--- config.mk ---
export PLATFORM = sky130hd
export DESIGN_NAME = scancode_to_ascii_queue
export DESIGN_NICKNAME = d
export VERILOG_FILES = /design/src/design/scq_pkg.sv /design/src/design/scq_ram.sv /design/src/design/scq_front.sv /design/src/design/scq_cmdq.sv /design/src/design/scq_back.sv /design/src/design/scancode_to_ascii_queue.sv
export SDC_FILE = /design/constraint.sdc
export NUM_CORES = 1
export LEC_CHECK = 0
export BUFFER_PORTS_ARGS = -buffer_cell sky130_fd_sc_hd__buf_2
export CORE_MARGIN = 2
export CORE_UTILIZATION = 35
export CTS_CLUSTER_SIZE = 40
export DETAILED_ROUTE_END_ITERATION = 10
export HOLD_SLACK_MARGIN = 0.03
export SETUP_SLACK_MARGIN = 0.4
export SYNTH_ARGS = -nofsm -noshare
export SYNTH_HDL_FRONTEND = slang
export SYNTH_HIERARCHICAL = 1
export SYNTH_SLANG_ARGS = --single-unit
--- constraint.sdc ---
create_clock -name clk -period 4.9 [get_ports clk]
set_input_delay 0.98 -clock clk [delete_from_list [all_inputs] [get_ports clk]]
set_output_delay 0.98 -clock clk [all_outputs]
set_load 0.01 [all_outputs]
--- src/design/scq_pkg.sv ---
package scq_pkg;

    localparam int QUEUE_DEPTH = 64;
    localparam int PTR_W = (QUEUE_DEPTH > 1) ? $clog2(QUEUE_DEPTH) : 1;
    localparam int CNT_W = $clog2(QUEUE_DEPTH + 1);

    localparam logic CMD_SCAN = 1'b0;
    localparam logic CMD_READ = 1'b1;

    localparam logic [7:0] CODE_LIMIT     = 8'h57;
    localparam logic [7:0] CODE_ENTER     = 8'h1C;
    localparam logic [7:0] CODE_BACKSPACE = 8'h0E;
    localparam logic [7:0] TABLE_SPAN     = 8'd58;
    localparam logic [7:0] RELEASE_BIT    = 8'h80;
    localparam logic [7:0] LEFT_SHIFT     = 8'h2A;
    localparam logic [7:0] RIGHT_SHIFT    = 8'h36;

    localparam logic [7:0] CHAR_NEWLINE   = 8'h0A;
    localparam logic [7:0] CHAR_BACKSPACE = 8'h08;
    localparam logic [7:0] CHAR_INVALID   = 8'hFF;
    localparam logic [7:0] CHAR_NONE      = 8'h00;

    typedef struct packed {
        logic [7:0] ascii;
        logic       press;
        logic [7:0] raw_code;
    } rec_t;

    typedef struct packed {
        logic is_read;
        rec_t rec;
    } cmd_t;

    localparam int REC_W = $bits(rec_t);

    // entries past the table span are padding, never selected
    localparam logic [7:0] PLAIN_MAP [0:63] = '{
        8'h3F, 8'h00, 8'h31, 8'h32, 8'h33, 8'h34, 8'h35, 8'h36,
        8'h37, 8'h38, 8'h39, 8'h30, 8'h2D, 8'h3D, 8'h00, 8'h09,
        8'h71, 8'h77, 8'h65, 8'h72, 8'h74, 8'h79, 8'h75, 8'h69,
        8'h6F, 8'h70, 8'h5B, 8'h5D, 8'h0A, 8'h00, 8'h61, 8'h73,
        8'h64, 8'h66, 8'h67, 8'h68, 8'h6A, 8'h6B, 8'h6C, 8'h3B,
        8'h27, 8'h60, 8'h3F, 8'h5C, 8'h7A, 8'h78, 8'h63, 8'h76,
        8'h62, 8'h6E, 8'h6D, 8'h2C, 8'h2E, 8'h2F, 8'h00, 8'h2A,
        8'h00, 8'h20, 8'h00, 8'h00, 8'h00, 8'h00, 8'h00, 8'h00
    };

    localparam logic [7:0] SHIFTED_MAP [0:63] = '{
        8'h3F, 8'h00, 8'h21, 8'h40, 8'h23, 8'h24, 8'h25, 8'h5E,
        8'h26, 8'h2A, 8'h28, 8'h29, 8'h5F, 8'h2B, 8'h00, 8'h09,
        8'h51, 8'h57, 8'h45, 8'h52, 8'h54, 8'h59, 8'h55, 8'h49,
        8'h4F, 8'h50, 8'h7B, 8'h7D, 8'h0A, 8'h00, 8'h41, 8'h53,
        8'h44, 8'h46, 8'h47, 8'h48, 8'h4A, 8'h4B, 8'h4C, 8'h3A,
        8'h22, 8'h7E, 8'h3F, 8'h7C, 8'h5A, 8'h58, 8'h43, 8'h56,
        8'h42, 8'h4E, 8'h4D, 8'h3C, 8'h3E, 8'h3F, 8'h00, 8'h2A,
        8'h00, 8'h20, 8'h00, 8'h00, 8'h00, 8'h00, 8'h00, 8'h00
    };

    function automatic logic [7:0] decode_char(logic [7:0] code, logic shifted);
        logic [7:0] ch;
        if (code > CODE_LIMIT)
            ch = CHAR_INVALID;
        else if (code == CODE_ENTER)
            ch = CHAR_NEWLINE;
        else if (code == CODE_BACKSPACE)
            ch = CHAR_BACKSPACE;
        else if (code >= TABLE_SPAN)
            ch = CHAR_NONE;
        else if (shifted)
            ch = SHIFTED_MAP[code[5:0]];
        else
            ch = PLAIN_MAP[code[5:0]];
        return ch;
    endfunction

    function automatic logic [PTR_W-1:0] next_ptr(logic [PTR_W-1:0] p);
        logic [PTR_W-1:0] n;
        if (p == PTR_W'(QUEUE_DEPTH - 1))
            n = '0;
        else
            n = p + PTR_W'(1);
        return n;
    endfunction

endpackage

--- src/design/scq_ram.sv ---
module scq_ram #(
    parameter int WIDTH = 8,
    parameter int DEPTH = 16
) (
    input  logic                     clk,
    input  logic                     we,
    input  logic [$clog2(DEPTH)-1:0] waddr,
    input  logic [WIDTH-1:0]         wdata,
    input  logic                     re,
    input  logic [$clog2(DEPTH)-1:0] raddr,
    output logic [WIDTH-1:0]         rdata
);

    logic [WIDTH-1:0] mem [0:DEPTH-1];
    logic [WIDTH-1:0] rdata_reg;

    always_ff @(posedge clk)
    begin
        if (we)
        begin
            mem[waddr] <= wdata;
        end
        if (re)
        begin
            rdata_reg <= mem[raddr];
        end
    end

    assign rdata = rdata_reg;

endmodule

--- src/design/scq_front.sv ---
module scq_front (
    input  logic              clk,
    input  logic              rst_n,
    input  logic              in_valid,
    output logic              in_ready,
    input  logic              cmd,
    input  logic [7:0]        scan_byte,
    output logic              push_valid,
    input  logic              push_ready,
    output scq_pkg::cmd_t     push_data
);

    logic       shift_reg;
    logic       shift_next;
    logic [7:0] base;
    logic       toggle;
    logic       xfer;

    assign in_ready   = push_ready;
    assign push_valid = in_valid;
    assign xfer       = in_valid && push_ready;

    assign base   = scan_byte & ~scq_pkg::RELEASE_BIT;
    assign toggle = (base == scq_pkg::LEFT_SHIFT) || (base == scq_pkg::RIGHT_SHIFT);

    always_comb
    begin
        shift_next = shift_reg;
        if (xfer && (cmd == scq_pkg::CMD_SCAN) && toggle)
        begin
            shift_next = ~shift_reg;
        end
    end

    always_comb
    begin
        push_data.is_read      = (cmd == scq_pkg::CMD_READ);
        push_data.rec.ascii    = scq_pkg::decode_char(scan_byte, shift_next);
        push_data.rec.press    = ~scan_byte[7];
        push_data.rec.raw_code = scan_byte;
    end

    always_ff @(posedge clk or negedge rst_n)
    begin
        if (!rst_n)
        begin
            shift_reg <= 1'b0;
        end
        else
        begin
            shift_reg <= shift_next;
        end
    end

endmodule

--- src/design/scq_cmdq.sv ---
module scq_cmdq (
    input  logic          clk,
    input  logic          rst_n,
    input  logic          push_valid,
    output logic          push_ready,
    input  scq_pkg::cmd_t push_data,
    output logic          pop_valid,
    input  logic          pop_ready,
    output scq_pkg::cmd_t pop_data
);

    scq_pkg::cmd_t entry_reg [0:1];
    logic          wr_ptr_reg;
    logic          rd_ptr_reg;
    logic [1:0]    count_reg;
    logic [1:0]    count_next;
    logic          push;
    logic          pop;

    assign push_ready = (count_reg != 2'd2);
    assign pop_valid  = (count_reg != 2'd0);
    assign pop_data   = entry_reg[rd_ptr_reg];
    assign push       = push_valid && push_ready;
    assign pop        = pop_valid && pop_ready;

    always_comb
    begin
        count_next = count_reg;
        if (push && !pop)
            count_next = count_reg + 2'd1;
        else if (pop && !push)
            count_next = count_reg - 2'd1;
    end

    always_ff @(posedge clk)
    begin
        if (push)
        begin
            entry_reg[wr_ptr_reg] <= push_data;
        end
    end

    always_ff @(posedge clk or negedge rst_n)
    begin
        if (!rst_n)
        begin
            wr_ptr_reg <= 1'b0;
            rd_ptr_reg <= 1'b0;
            count_reg  <= 2'd0;
        end
        else
        begin
            if (push)
                wr_ptr_reg <= ~wr_ptr_reg;
            if (pop)
                rd_ptr_reg <= ~rd_ptr_reg;
            count_reg <= count_next;
        end
    end

endmodule

--- src/design/scq_back.sv ---
module scq_back (
    input  logic          clk,
    input  logic          rst_n,
    input  logic          cmd_valid,
    output logic          cmd_ready,
    input  scq_pkg::cmd_t cmd_data,
    output logic          out_valid,
    input  logic          out_ready,
    output logic          valid_res,
    output logic [7:0]    ascii,
    output logic          press,
    output logic [7:0]    raw_code
);

    typedef enum logic [1:0] {
        ST_IDLE  = 2'b01,
        ST_FETCH = 2'b10
    } state_t;

    state_t                     state_reg, state_next;
    logic [scq_pkg::PTR_W-1:0] wr_ptr_reg, wr_ptr_next;
    logic [scq_pkg::PTR_W-1:0] rd_ptr_reg, rd_ptr_next;
    logic [scq_pkg::CNT_W-1:0] count_reg, count_next;
    logic                       out_valid_reg, out_valid_next;
    logic                       hit_reg, hit_next;
    scq_pkg::rec_t              rec_reg, rec_next;
    logic [scq_pkg::REC_W-1:0] ram_rdata;
    logic                       take;
    logic                       do_write;
    logic                       do_read;
    logic                       do_empty;
    logic                       full;
    logic                       empty;

    assign full  = (count_reg == scq_pkg::CNT_W'(scq_pkg::QUEUE_DEPTH));
    assign empty = (count_reg == '0);

    assign cmd_ready = (state_reg == ST_IDLE) && (!cmd_data.is_read || !out_valid_reg);
    assign take      = cmd_valid && cmd_ready;
    assign do_write  = take && !cmd_data.is_read;
    assign do_read   = take && cmd_data.is_read && !empty;
    assign do_empty  = take && cmd_data.is_read && empty;

    scq_ram #(
        .WIDTH (scq_pkg::REC_W),
        .DEPTH (scq_pkg::QUEUE_DEPTH)
    ) u_ram (
        .clk   (clk),
        .we    (do_write),
        .waddr (wr_ptr_reg),
        .wdata (cmd_data.rec),
        .re    (do_read),
        .raddr (rd_ptr_reg),
        .rdata (ram_rdata)
    );

    always_comb
    begin
        state_next     = state_reg;
        wr_ptr_next    = wr_ptr_reg;
        rd_ptr_next    = rd_ptr_reg;
        count_next     = count_reg;
        out_valid_next = out_valid_reg;
        hit_next       = hit_reg;
        rec_next       = rec_reg;

        if (out_valid_reg && out_ready)
            out_valid_next = 1'b0;

        unique case (state_reg)
            ST_IDLE:
            begin
                if (do_write)
                begin
                    wr_ptr_next = scq_pkg::next_ptr(wr_ptr_reg);
                    // full: drop the oldest record
                    if (full)
                        rd_ptr_next = scq_pkg::next_ptr(rd_ptr_reg);
                    else
                        count_next = count_reg + scq_pkg::CNT_W'(1);
                end
                else if (do_read)
                begin
                    rd_ptr_next = scq_pkg::next_ptr(rd_ptr_reg);
                    count_next  = count_reg - scq_pkg::CNT_W'(1);
                    state_next  = ST_FETCH;
                end
                else if (do_empty)
                begin
                    out_valid_next = 1'b1;
                    hit_next       = 1'b0;
                    rec_next       = '0;
                end
            end
            ST_FETCH:
            begin
                out_valid_next = 1'b1;
                hit_next       = 1'b1;
                rec_next       = scq_pkg::rec_t'(ram_rdata);
                state_next     = ST_IDLE;
            end
            default:
            begin
                state_next = ST_IDLE;
            end
        endcase
    end

    always_ff @(posedge clk)
    begin
        hit_reg <= hit_next;
        rec_reg <= rec_next;
    end

    always_ff @(posedge clk or negedge rst_n)
    begin
        if (!rst_n)
        begin
            state_reg     <= ST_IDLE;
            wr_ptr_reg    <= '0;
            rd_ptr_reg    <= '0;
            count_reg     <= '0;
            out_valid_reg <= 1'b0;
        end
        else
        begin
            state_reg     <= state_next;
            wr_ptr_reg    <= wr_ptr_next;
            rd_ptr_reg    <= rd_ptr_next;
            count_reg     <= count_next;
            out_valid_reg <= out_valid_next;
        end
    end

    assign out_valid = out_valid_reg;
    assign valid_res = hit_reg;
    assign ascii     = rec_reg.ascii;
    assign press     = rec_reg.press;
    assign raw_code  = rec_reg.raw_code;

endmodule

--- src/design/scancode_to_ascii_queue.sv ---
// Set-1 keyboard scancode decoder with a 64-entry record queue. A transfer with
// cmd = 0 decodes scan_byte (shift keys toggle the shift state) and queues
// {ascii, press, raw_code}; when the queue is full the oldest record is dropped.
// A transfer with cmd = 1 returns one result: the oldest record with
// valid_res = 1, or all-zero fields with valid_res = 0 when the queue is empty.
// The front accepts one transfer per cycle while its two-entry command buffer
// has room. The back retires a scancode or an empty read from its idle state;
// a read that pops a record passes through a fetch state (registered read of
// the record RAM). Any read waits in the buffer until the prior result is taken.
module scancode_to_ascii_queue (
    input  logic       clk,
    input  logic       rst_n,
    input  logic       in_valid,
    output logic       in_ready,
    input  logic       cmd,
    input  logic [7:0] scan_byte,
    output logic       out_valid,
    input  logic       out_ready,
    output logic       valid_res,
    output logic [7:0] ascii,
    output logic       press,
    output logic [7:0] raw_code
);

    logic          push_valid;
    logic          push_ready;
    scq_pkg::cmd_t push_data;
    logic          pop_valid;
    logic          pop_ready;
    scq_pkg::cmd_t pop_data;

    scq_front u_front (
        .clk        (clk),
        .rst_n      (rst_n),
        .in_valid   (in_valid),
        .in_ready   (in_ready),
        .cmd        (cmd),
        .scan_byte  (scan_byte),
        .push_valid (push_valid),
        .push_ready (push_ready),
        .push_data  (push_data)
    );

    scq_cmdq u_cmdq (
        .clk        (clk),
        .rst_n      (rst_n),
        .push_valid (push_valid),
        .push_ready (push_ready),
        .push_data  (push_data),
        .pop_valid  (pop_valid),
        .pop_ready  (pop_ready),
        .pop_data   (pop_data)
    );

    scq_back u_back (
        .clk       (clk),
        .rst_n     (rst_n),
        .cmd_valid (pop_valid),
        .cmd_ready (pop_ready),
        .cmd_data  (pop_data),
        .out_valid (out_valid),
        .out_ready (out_ready),
        .valid_res (valid_res),
        .ascii     (ascii),
        .press     (press),
        .raw_code  (raw_code)
    );

    a_empty_zero: assert property (@(posedge clk) disable iff (!rst_n)
        out_valid && !valid_res |-> ascii == 8'h00 && !press && raw_code == 8'h00)
        else $error("empty read carries nonzero fields");

    a_press_bit: assert property (@(posedge clk) disable iff (!rst_n)
        out_valid && valid_res |-> press == !raw_code[7])
        else $error("press flag does not match raw code");

    a_release_invalid: assert property (@(posedge clk) disable iff (!rst_n)
        out_valid && valid_res && raw_code > scq_pkg::CODE_LIMIT
        |-> ascii == scq_pkg::CHAR_INVALID)
        else $error("out-of-range code not decoded as invalid");

endmodule

Word-level counts from Yosys, hierarchy flattened:

Memory sizes are Yosys's and may differ from the RTL's. A register that Yosys moved wholly into a read port is not among the register bits.
Cells that the tools add are included.

* input port bits: 13
* logic and storage cells: 117
* output and inout bits: 20
* ROM bits: 1024
* bits in registers: 45
* memories kept: 4
* RAM bits: 1124

Memory list
* u_back.u_ram.mem: depth 64, width 17, rd ports 1, clocked after Yosys merged registers in 1, write ports 1, line scq_ram.sv:14 `logic [WIDTH-1:0] mem [0:DEPTH-1];`
* (name not given): depth 64, width 8, rd ports 1, clocked after Yosys merged registers in 0, write ports 0, line scq_pkg.sv:70 `ch = SHIFTED_MAP[code[5:0]];`
* (name not given): depth 64, width 8, rd ports 1, clocked after Yosys merged registers in 0, write ports 0, line scq_pkg.sv:72 `ch = PLAIN_MAP[code[5:0]];`
* u_cmdq.entry_reg: depth 2, width 18, rd ports 1, clocked after Yosys merged registers in 0, write ports 1, line scq_cmdq.sv:12 `scq_pkg::cmd_t entry_reg [0:1];`

* mux-type cells: 40
* reduce and logical (&&, ||, !) cells: 29
* order comparisons: 3
* eq/ne operators: 16
* add/subtract/negate cells: 6
* bitwise gates (word level): 6

Operators with widths (count)
* $mux 8: 9
* $mux 17: 3
* $pmux 17 s2: 1
* $mux 6: 5
* $mux 7: 3
* $eq 7x6->1 const B: 2
* $add 6x1->6 const B: 2
* $eq 6x6->1 const B: 2
* $logic_and 1x1->1: 12
* $mux 1: 12
* $mux 2: 5
* $ne 2x2->1 const B: 5
* $eq 8x4->1 const B: 1
* $eq 8x5->1 const B: 1
* $ge 8x6->1 const B: 1
* $gt 8x7->1 const B: 1
* $reduce_bool 2->1: 4
* $add 7x1->7 const B: 1
* $eq 7x7->1 const B: 1
* $ge 7x7->1 const B: 1
* $logic_not 7->1: 1
* $not 6->7: 1
* $sub 7x1->7 const B: 1
* $reduce_and 3->1: 2
* other kinds (11): 23

Depth between registers and ports, before layout:

Gate-level depths: netlist (run 1).
An unclocked memory read counts as a cell.

* word-level depth: 11
* depth in mapped cells: 10
* gate-level depth less buffers: 9

Hierarchy:

The synthesis (run 1) kept the hierarchy.

By module, submodules not included
* scq_ram: cells an instance 1953, area each 42514.5 sq um, sequential area each 33181.8 sq um, times used 1
* scq_back: cells an instance 170, area each 1999.4 sq um, sequential area each 1092.3 sq um, times used 1
* scq_cmdq: cells an instance 74, area each 1542.7 sq um, sequential area each 1181.1 sq um, times used 1
* scq_front: cells an instance 217, area each 1476.4 sq um, sequential area each 25.0 sq um, times used 1

Worst setup path after synthesis (run 1):

OpenSTA, ideal clock, no wires.

* path kind: reg2reg
* start point: register u_cmdq.rd_ptr_reg
* end point: memory u_back/u_ram/mem[48][0] in the netlist's numbering, enable pin
* required time: 4.488 ns
* arrival time: 2.884 ns
* path slack: 1.603 ns
* stages on the path, launching flop included: 8
* library setup time: 0.412 ns
* buffers on the path: 1
* period minus slack after synthesis: 3.297 ns
* path through: dfrtp_1 buf_6 mux2_2 nand3b_2 inv_1 nor2b_1 nand4b_1 nor3_1

RTL lines
* start: declaration: line scq_cmdq.sv:14 `logic rd_ptr_reg;`
* start signal: assignment: line scq_cmdq.sv:56 `rd_ptr_reg <= ~rd_ptr_reg;`
* end: declaration: line scq_ram.sv:14

==> metrics.md, run 1 <==
| Metric | Value |
|---|---|
| Vias in the first global route | 23,930 |
| Data required time at the worst endpoint | 5.42 ns |
| Clock Sink Count | 1,186 |
| Post-CTS setup buffers | 0 |
| Mapped Area | 0.04753 mm2 |
| Post-DP HPWL | 65,200 um |
| Number of synthesized register bits | 1,186 |
| Die outline height | 372.5 um |
| Post-cts repair resize count | 0 |
| Number of nets in the finished design | 2,564 |
| Pleak | about 17 nW |
| Power dissipated by switching net loads | 0.009810 W |
| Final RePlAce weighted congestion | 0.8420 |
| Full die area | 0.1388 mm2 |
| Leading cell types by count after synthesis | edfxtp_1, mux4_2, mux2i_1, nor2_1, a22oi_1 |
| Largest area contributor in the netlist | edfxtp_1 |
| Most used flip-flop cell after synthesis | edfxtp_1 |
| Flop2flop setup slack | about 1.3 ns |
| Synth area leaders | edfxtp_1, mux4_2, mux2i_1 |
| Antenna violations before repair | 4 |
| Switching portion of total power | 0.3168 |
| Simple-gate area share of the yosys netlist | 0.03862 |
| Port bufs | 32 |
| Post-synthesis to final-layout area growth | 13.07% |
| DRC violation count after routing | 0 |
| Delay of the slowest critical-path stage | 1.07 ns |
| Sequential cell area fraction in the yosys report | 0.7464 |
| Total track usage | 0.1592 |
| Worst r2r path cells | 6 |
| Setup TNS after final layout | 0 ns |
| Post-synthesis xor/xnor area fraction | 0.002922 |
| Total buffers and inverters traversed by the critical path | 1 |
| Post-Route WL | approximately 110,000 um |
| TritonCTS clock tree | built |
| Setup ws final | between 1 and 1.5 ns |
| Unrepaired setup endpoints after global routing | no |
| CP top delay family | compound AO/OA/AOI/OAI gates |
| Chain of cells forming the critical path | buf_4, mux4_2, nor2_1, a221oi_1, o221ai_1, a211oi_1 |
| Skew-Pair Late Insertion Delay | 0.70 ns |
| Detailed-routing iteration count for the pre-antenna-repair pass | 5 |
| Most repeated cell in the gate-level netlist after synthesis | edfxtp_1 |
| FMAX | 278.0 MHz |
| Area fraction in compound gates after synthesis | 0.04370 |
| Share of Yosys cell area claimed by the top area cell type | 0.7322 |
| Endpoint type of the worst setup path | flop |
| Worst VDD drop | 0.4111 mV |
| Internal | 0.02115 W |
| Num rows | roughly 140 |
| Clock Power Share | 0.283 |
| TritonCTS buffer count | 118 |
| Worst Setup Slack post-DPL | 1.246 ns |
| Least-Margin Pin Slew | 1.282 ns |
| Total power of the final layout | around 0.031 W |
| Number of flops mapped to enable cells by yosys | 1,159 |
| Clk root buf | clkbuf_16 |
| Routed via count divided by cell count | approximately 5.4 |
| Yosys cell types | 81 |
| Period utilisation layout | 0.7340 |
| Final Hold Viols | 0 |
| Detailed router's first-iteration violation count | 2,412 |
| Final critical path time including I/O delays and setup | 3.597 ns |
| Total power density per cell area | 576.1 mW/mm2 |
| Number of H-tree levels | 3 |
| Routed wirelength normalized by instance count | approximately 25 um |
| Routed via count | 23,880 |
| Reg-to-reg critical path startpoint | u_back/rd_ptr_reg[0] |
| Adder-cell area share of the yosys netlist | 0.006475 |
| Critical Path Source Type | flop |
| Net count after synthesis | between 2,000 and 2,500 |
| Capture instance of the worst register-to-register path | u_back/u_ram/rdata[3] |
| I/O pin total | 33 |
| Worst hold path class | input pin to asynchronous set/reset pin |
| Clock buffer depth | 3 |
| Max FFs per register | 1,088 |
| Hold Buf Count CTS | 0 |
| Pins over their slew limit | 0 |
| CORE AREA | 0.1351 mm2 |
| Worst Path Arrival | 4.12 ns |
| Crit Path Max Fanout | 43 |
| Dominant combinational cell family by area after synthesis | multiplexers |
| Maximum capacitance violations | 0 |
| Final number of setup-violating endpoints | 0 |
| Leftover overflow at the end of global routing | 0 |
| Wire length of the first global-routing pass | 161,900 um |
| Portion of netlist area occupied by mux cells | 0.1411 |
| Post-synthesis cell count | approximately 2,400 |
| Starting utilization of the core area | 0.3518 |
| Comb pwr share | 0.284 |
| Chip Width | 372.5 um |
| Rel. slew slack | 0.1433 |
| Maximum number of pins on one net before global-route repair | approximately 110 |
| Count of nets left with antenna violations after detail routing | 0 |
| Fraction of registers with async set/reset | 0.02277 |
| Type of the worst setup path | flop to flop |
| Clock skew | approximately 0.058 ns |
| Synthesis Warnings | 6 |
| Post-layout util | 0.3977 |
| Fraction of layout instances using a drive strength above 1 | 0.2248 |
| Clock-pin transition on the worst setup and hold timing paths | around 0.06 ns |
| Syn Area/Cell | approximately 20 um2 |
| Master of the slowest instance on the critical path | dfrtp_4 |
| Sequential Power Share | 0.433 |
| Result of the run | complete, no violations |
-- per-layer routing --
| layer | track usage | routed length, um | up-vias |
|---|---|---|---|
| li1 | - | - | 10190 |
| met1 | 0.2210 | 46950 | 12610 |
| met2 | 0.2524 | 52430 | 913 |
| met3 | 0.02879 | 7872 | 175 |
| met4 | 0.05522 | 3617 | 2 |
| met5 | 0 | 11 | - |
-- cell type report --
cell class | count | area [um2]
fillers | 11940 | 81380
repair buffers | 140 | 1059
multi-input cells | 1061 | 11090
well taps | 1781 | 2228
diodes | 1 | 2.502
clock buffers | 141 | 3060
flip-flops and latches | 1186 | 35490
clock inverters | 76 | 730.7
inverters | 20 | 80.08
-- power by group through the flow --
stage | sequential (W) | combinational [W] | clock [W]
after global routing | 0.0134 | 0.00939 | 0.00932
after floorplan | 0.0132 | 0.00619 | 0
final | 0.0134 | 0.00880 | 0.00876
after CTS | 0.0134 | 0.00888 | 0.00892
after global placement | 0.0136 | 0.00864 | 0
after detailed placement | 0.0136 | 0.00887 | 0
-- how the worst max path moves through the flow --
stage	start	to	slack [ns]	cells past startpoint
finish	u_back/rd_ptr_reg[0]	u_back/u_ram/rdata[3]	1.30	6
floorplan	u_cmdq/rd_ptr_reg	u_back/u_ram/mem[48][0]	1.60	7
global placement	scan_byte[2]	u_cmdq/entry_reg[0][14]	1.31	8
CTS	u_back/rd_ptr_reg[0]	u_back/u_ram/rdata[3]	1.39	5
global route	u_back/state_reg[0]	u_back/u_ram/mem[8][16]	1.21	8
detailed placement	scan_byte[2]	u_cmdq/entry_reg[1][14]	1.25	8
-- stage by stage --
step | hold slack, ns | cell area, um2 | std cells
floorplan | 0.4564 | 47530 | 2414
global placement | 0.4748 | 49950 | 4188
detailed placement | 0.4809 | 49950 | 4188
CTS | 0.2770 | 53740 | 4405
global route | 0.3255 | 53740 | 4405
finish | 0.2965 | 53750 | 4406
-- cell usage in the layout, fill, tap and decap left out, types with 12 or more instances in the layout --
cell,Yosys,final
buf_4,28,101
nand2_1,57,57
a221oi_1,46,46
and2_1,20,20
ha_1,23,23
o21ai_0,26,26
clkinv_1,1,27
clkinv_2,0,20
o221ai_1,13,13
a21oi_1,34,34
clkbuf_16,0,119
a211oi_1,27,27
nor2b_1,34,32
nand2b_1,12,12
edfxtp_1,1159,1159
nand3_1,33,33
mux2i_1,137,137
mux2_2,24,24
and3_1,19,19
a22oi_1,65,65
nor2_1,120,118
inv_1,18,18
mux4_2,216,216
clkbuf_1,60,22
dfrtp_1,26,23
buf_2,37,32
-- cells by family (layout without fill, tap and decap cells) --
logic type	Yosys count	count (layout)
fa+ha+maj	24	24
simple gates	357	357
mux	390	390
compound gates	275	275
other cells	0	1
xor+xnor	15	15
buf+inv	167	377
flops	1186	1186
Note: power is estimated with default switching activity, not from simulation.
==> run 2: changes to the inputs <==
Settings changed: ABC_AREA from default to 1.
Clock period 4.9 ns to 3.1 ns, I/O delays scaled along.
==> metrics.md, run 2 <==
| Metric | Value |
|---|---|
| Result of the run | complete, no violations |
| Syn Area/Cell | roughly 11 um2 |
| Setup ws final | 0.4972 ns |
| Maximum number of pins on one net before global-route repair | 126 |
| TritonCTS buffer count | 118 |
| Crit Path Max Fanout | 125 |
| Final critical path time including I/O delays and setup | between 2 and 3 ns |
| Capture instance of the worst register-to-register path | u_back/u_ram/rdata[10] |
| Internal | 0.03396 W |
| Comb pwr share | 0.357 |
| Mapped Area | 0.04975 mm2 |
| Wire length of the first global-routing pass | 202,400 um |
| Detailed router's first-iteration violation count | 3,927 |
| Pins over their slew limit | 0 |
| Maximum capacitance violations | 0 |
| Period utilisation layout | 0.8396 |
| Post-layout util | 0.4008 |
| Worst VDD drop | 1.001 mV |
| Clk root buf | clkbuf_16 |
| DRC violation count after routing | 0 |
| FMAX | 384.2 MHz |
| Count of nets left with antenna violations after detail routing | 0 |
| I/O pin total | 33 |
| Total track usage | 0.1822 |
| Clock buffer depth | 3 |
| Routed via count divided by cell count | 5.174 |
| Number of flops mapped to enable cells by yosys | 1,159 |
| Post-synthesis cell count | between 4,000 and 5,000 |
| TritonCTS clock tree | built |
| Clock-pin transition on the worst setup and hold timing paths | ~0.06 ns |
| Worst r2r path cells | 10 |
| Total power density per cell area | 968.6 mW/mm2 |
| Total buffers and inverters traversed by the critical path | 2 |
| Skew-Pair Late Insertion Delay | 0.70 ns |
| Master of the slowest instance on the critical path | dfrtp_4 |
| Antenna violations before repair | 3 |
| Least-Margin Pin Slew | 0.9214 ns |
| Post-Route WL | 135,700 um |
| Most used flip-flop cell after synthesis | edfxtp_1 |
| Clock Power Share | 0.254 |
| Worst Path Arrival | 3.04 ns |
| Synth area leaders | edfxtp_1, nand2_1, nand3_1 |
| Most common cell after layout, fill and taps aside | nand2_1 |
| Unrepaired setup endpoints after global routing | no |
| Chain of cells forming the critical path | buf_4, buf_12, nand2_1, nand3_1, nand3_1, nand2_1, nand2_1, nand3_1, nand3_1, nand2_1 |
| Type of the worst setup path | flop to flop |
| Largest area contributor in the netlist | edfxtp_1 |
| Data required time at the worst endpoint | between 3 and 4 ns |
| Fraction of registers with async set/reset | 0.02277 |
| Net count after synthesis | 4,416 |
| Number of nets in the finished design | 4,485 |
| Chip Width | between 300 and 400 um |
| Max FFs per register | ~1,100 |
| Clock Sink Count | ~1,200 |
| Fraction of layout instances using a drive strength above 1 | 0.1035 |
| Final number of setup-violating endpoints | 0 |
| Capture endpoint of the worst hold path | u_cmdq/entry_reg[0][7] |
| Post-synthesis to final-layout area growth | 13.77% |
| Pleak | 20.69 nW |
| Sequential cell area fraction in the yosys report | 0.7131 |
| Routed via count | 33,320 |
| Rel. slew slack | 0.3819 |
| Power dissipated by switching net loads | 0.02086 W |
| Endpoint type of the worst setup path | flop |
| Worst Setup Slack post-DPL | about 0.46 ns |
| CP top delay family | simple AND/OR/NAND/NOR gates |
| Depth of the worst hold-timing path | 1 |
| Leading cell types by count after synthesis | nand2_1, edfxtp_1, nand3_1, buf_2, nor2_1 |
| Clock skew | around 0.029 ns |
| Die outline height | 381.0 um |
| CORE AREA | 0.1412 mm2 |
| Most repeated cell in the gate-level netlist after synthesis | nand2_1 |
| Full die area | between 0.1 and 0.15 mm2 |
| Reg-to-reg critical path startpoint | u_back/rd_ptr_reg[0] |
| Switching portion of total power | 0.3805 |
| Total power of the final layout | 0.05483 W |
| Starting utilization of the core area | 0.3523 |
| Synthesis Warnings | 6 |
| Number of synthesized register bits | 1,186 |
| Share of Yosys cell area claimed by the top area cell type | 0.6995 |
| Vias in the first global route | 31,310 |
| Worst hold path class | input pin to flop |
| Num rows | 138 |
| Detailed-routing iteration count for the pre-antenna-repair pass | 5 |
| Post-DP HPWL | 78,310 um |
| Routed wirelength normalized by instance count | 21.08 um |
| Leftover overflow at the end of global routing | 0 |
| Flop2flop setup slack | 0.50 ns |
| Hold Path Origin | scan_byte[7] |
| Critical Path Source Type | flop |
| ANT cells | 0 |
| Sequential Power Share | 0.389 |
| Yosys cell types | 44 |
| Final Hold Viols | 0 |
| Setup TNS after final layout | 0 ns |
| Highest-count cells in the layout ignoring fill and taps | nand2_1, edfxtp_1, nand3_1 |
| Delay of the slowest critical-path stage | 0.59 ns |
| Port bufs | 32 |
| Number of H-tree levels | 3 |
| Final RePlAce weighted congestion | 0.8683 |
run 2: cell types whose count changed after synthesis, moves of 65 or more:
cell     before   now
buf_2        37   139
mux4_2      216     0
nand2_1      57  1617
nand3_1      33   977
mux2i_1     137     0
a22oi_1      65     0
run 2: power by group through the flow:
stage	Clock, W	Sequential [W]	Combinational, W
finish	0.0139	0.0213	0.0196
detailed placement	0	0.0217	0.0194
global route	0.0148	0.0214	0.0214
floorplan	0	0.0216	0.0121
CTS	0.0142	0.0213	0.0194
global placement	0	0.0217	0.0192
run 2: how the worst max path moves through the flow:
stage	from	endpoint	slack, ns	cells past startpoint
5_1_grt	u_back/rd_ptr_reg[0]	u_back/u_ram/rdata[5]	0.41	10
2_1_floorplan	u_back/state_reg[0]	u_back/u_ram/mem[48][0]	0.02	7
3_3_place_gp	u_back/rd_ptr_reg[0]	u_back/u_ram/rdata[10]	0.52	11
3_5_place_dp	u_back/rd_ptr_reg[0]	u_back/u_ram/rdata[10]	0.46	11
6_report	u_back/rd_ptr_reg[0]	u_back/u_ram/rdata[10]	0.50	10
4_1_cts	u_back/rd_ptr_reg[0]	u_back/u_ram/rdata[10]	0.45	11
run 2: final cells by class:
| type | count | area, um2 |
|---|---|---|
| Clock buffer | 156 | 3159 |
| Timing Repair Buffer | 213 | 1909 |
| Sequential cell | 1186 | 35490 |
| Clock inverter | 66 | 581.8 |
| Timing Repair inverter | 1 | 11.26 |
| Multi-Input combinational cell | 2839 | 12710 |
| Tap cell | 1890 | 2365 |
| Inverter | 89 | 374.1 |
| Fill cell | 13340 | 84640 |
run 2: metal layers:
layer  vias up  track usage  share of wire  wire [um]
met5         -            0       0.000052          7
met4         2      0.05146          0.024       3248
met3       214      0.02812          0.080      10830
met2      1399       0.2888           0.47      63410
met1     16320       0.2596           0.43      58240
li1      15390            -              -          -
run 2: repair_timing:
item,CTS,global route
hold endpoints to repair,26,0
endpoints found under the setup margin,0,3
hold buffers,1,0
gates resized for setup,0,1
setup buffers,0,2
run 2: through the flow:
| step | hold WS, ns | std cells | cell area, um2 |
|---|---|---|---|
| finish | 0.1525 | 6440 | 56600 |
| detailed placement | 0.5219 | 6214 | 52820 |
| floorplan | 0.3244 | 4379 | 49920 |
| CTS | 0.1106 | 6437 | 56570 |
| global route | 0.1461 | 6440 | 56600 |
| global placement | 0.5015 | 6214 | 52820 |
run 2: logic make-up (layout without fill, tap and decap cells):
logic type                 Yosys count  after routing  synth area share
adders and majority gates           24             24          0.006187
and+or+nand+nor                   2749           2749            0.2359
xor gates and xnor gates            10             10          0.001911
AOI/OAI and AO/OA                   56             56          0.006463
DFF                               1186           1186            0.7131
buffers and inverters              354            525           0.03636
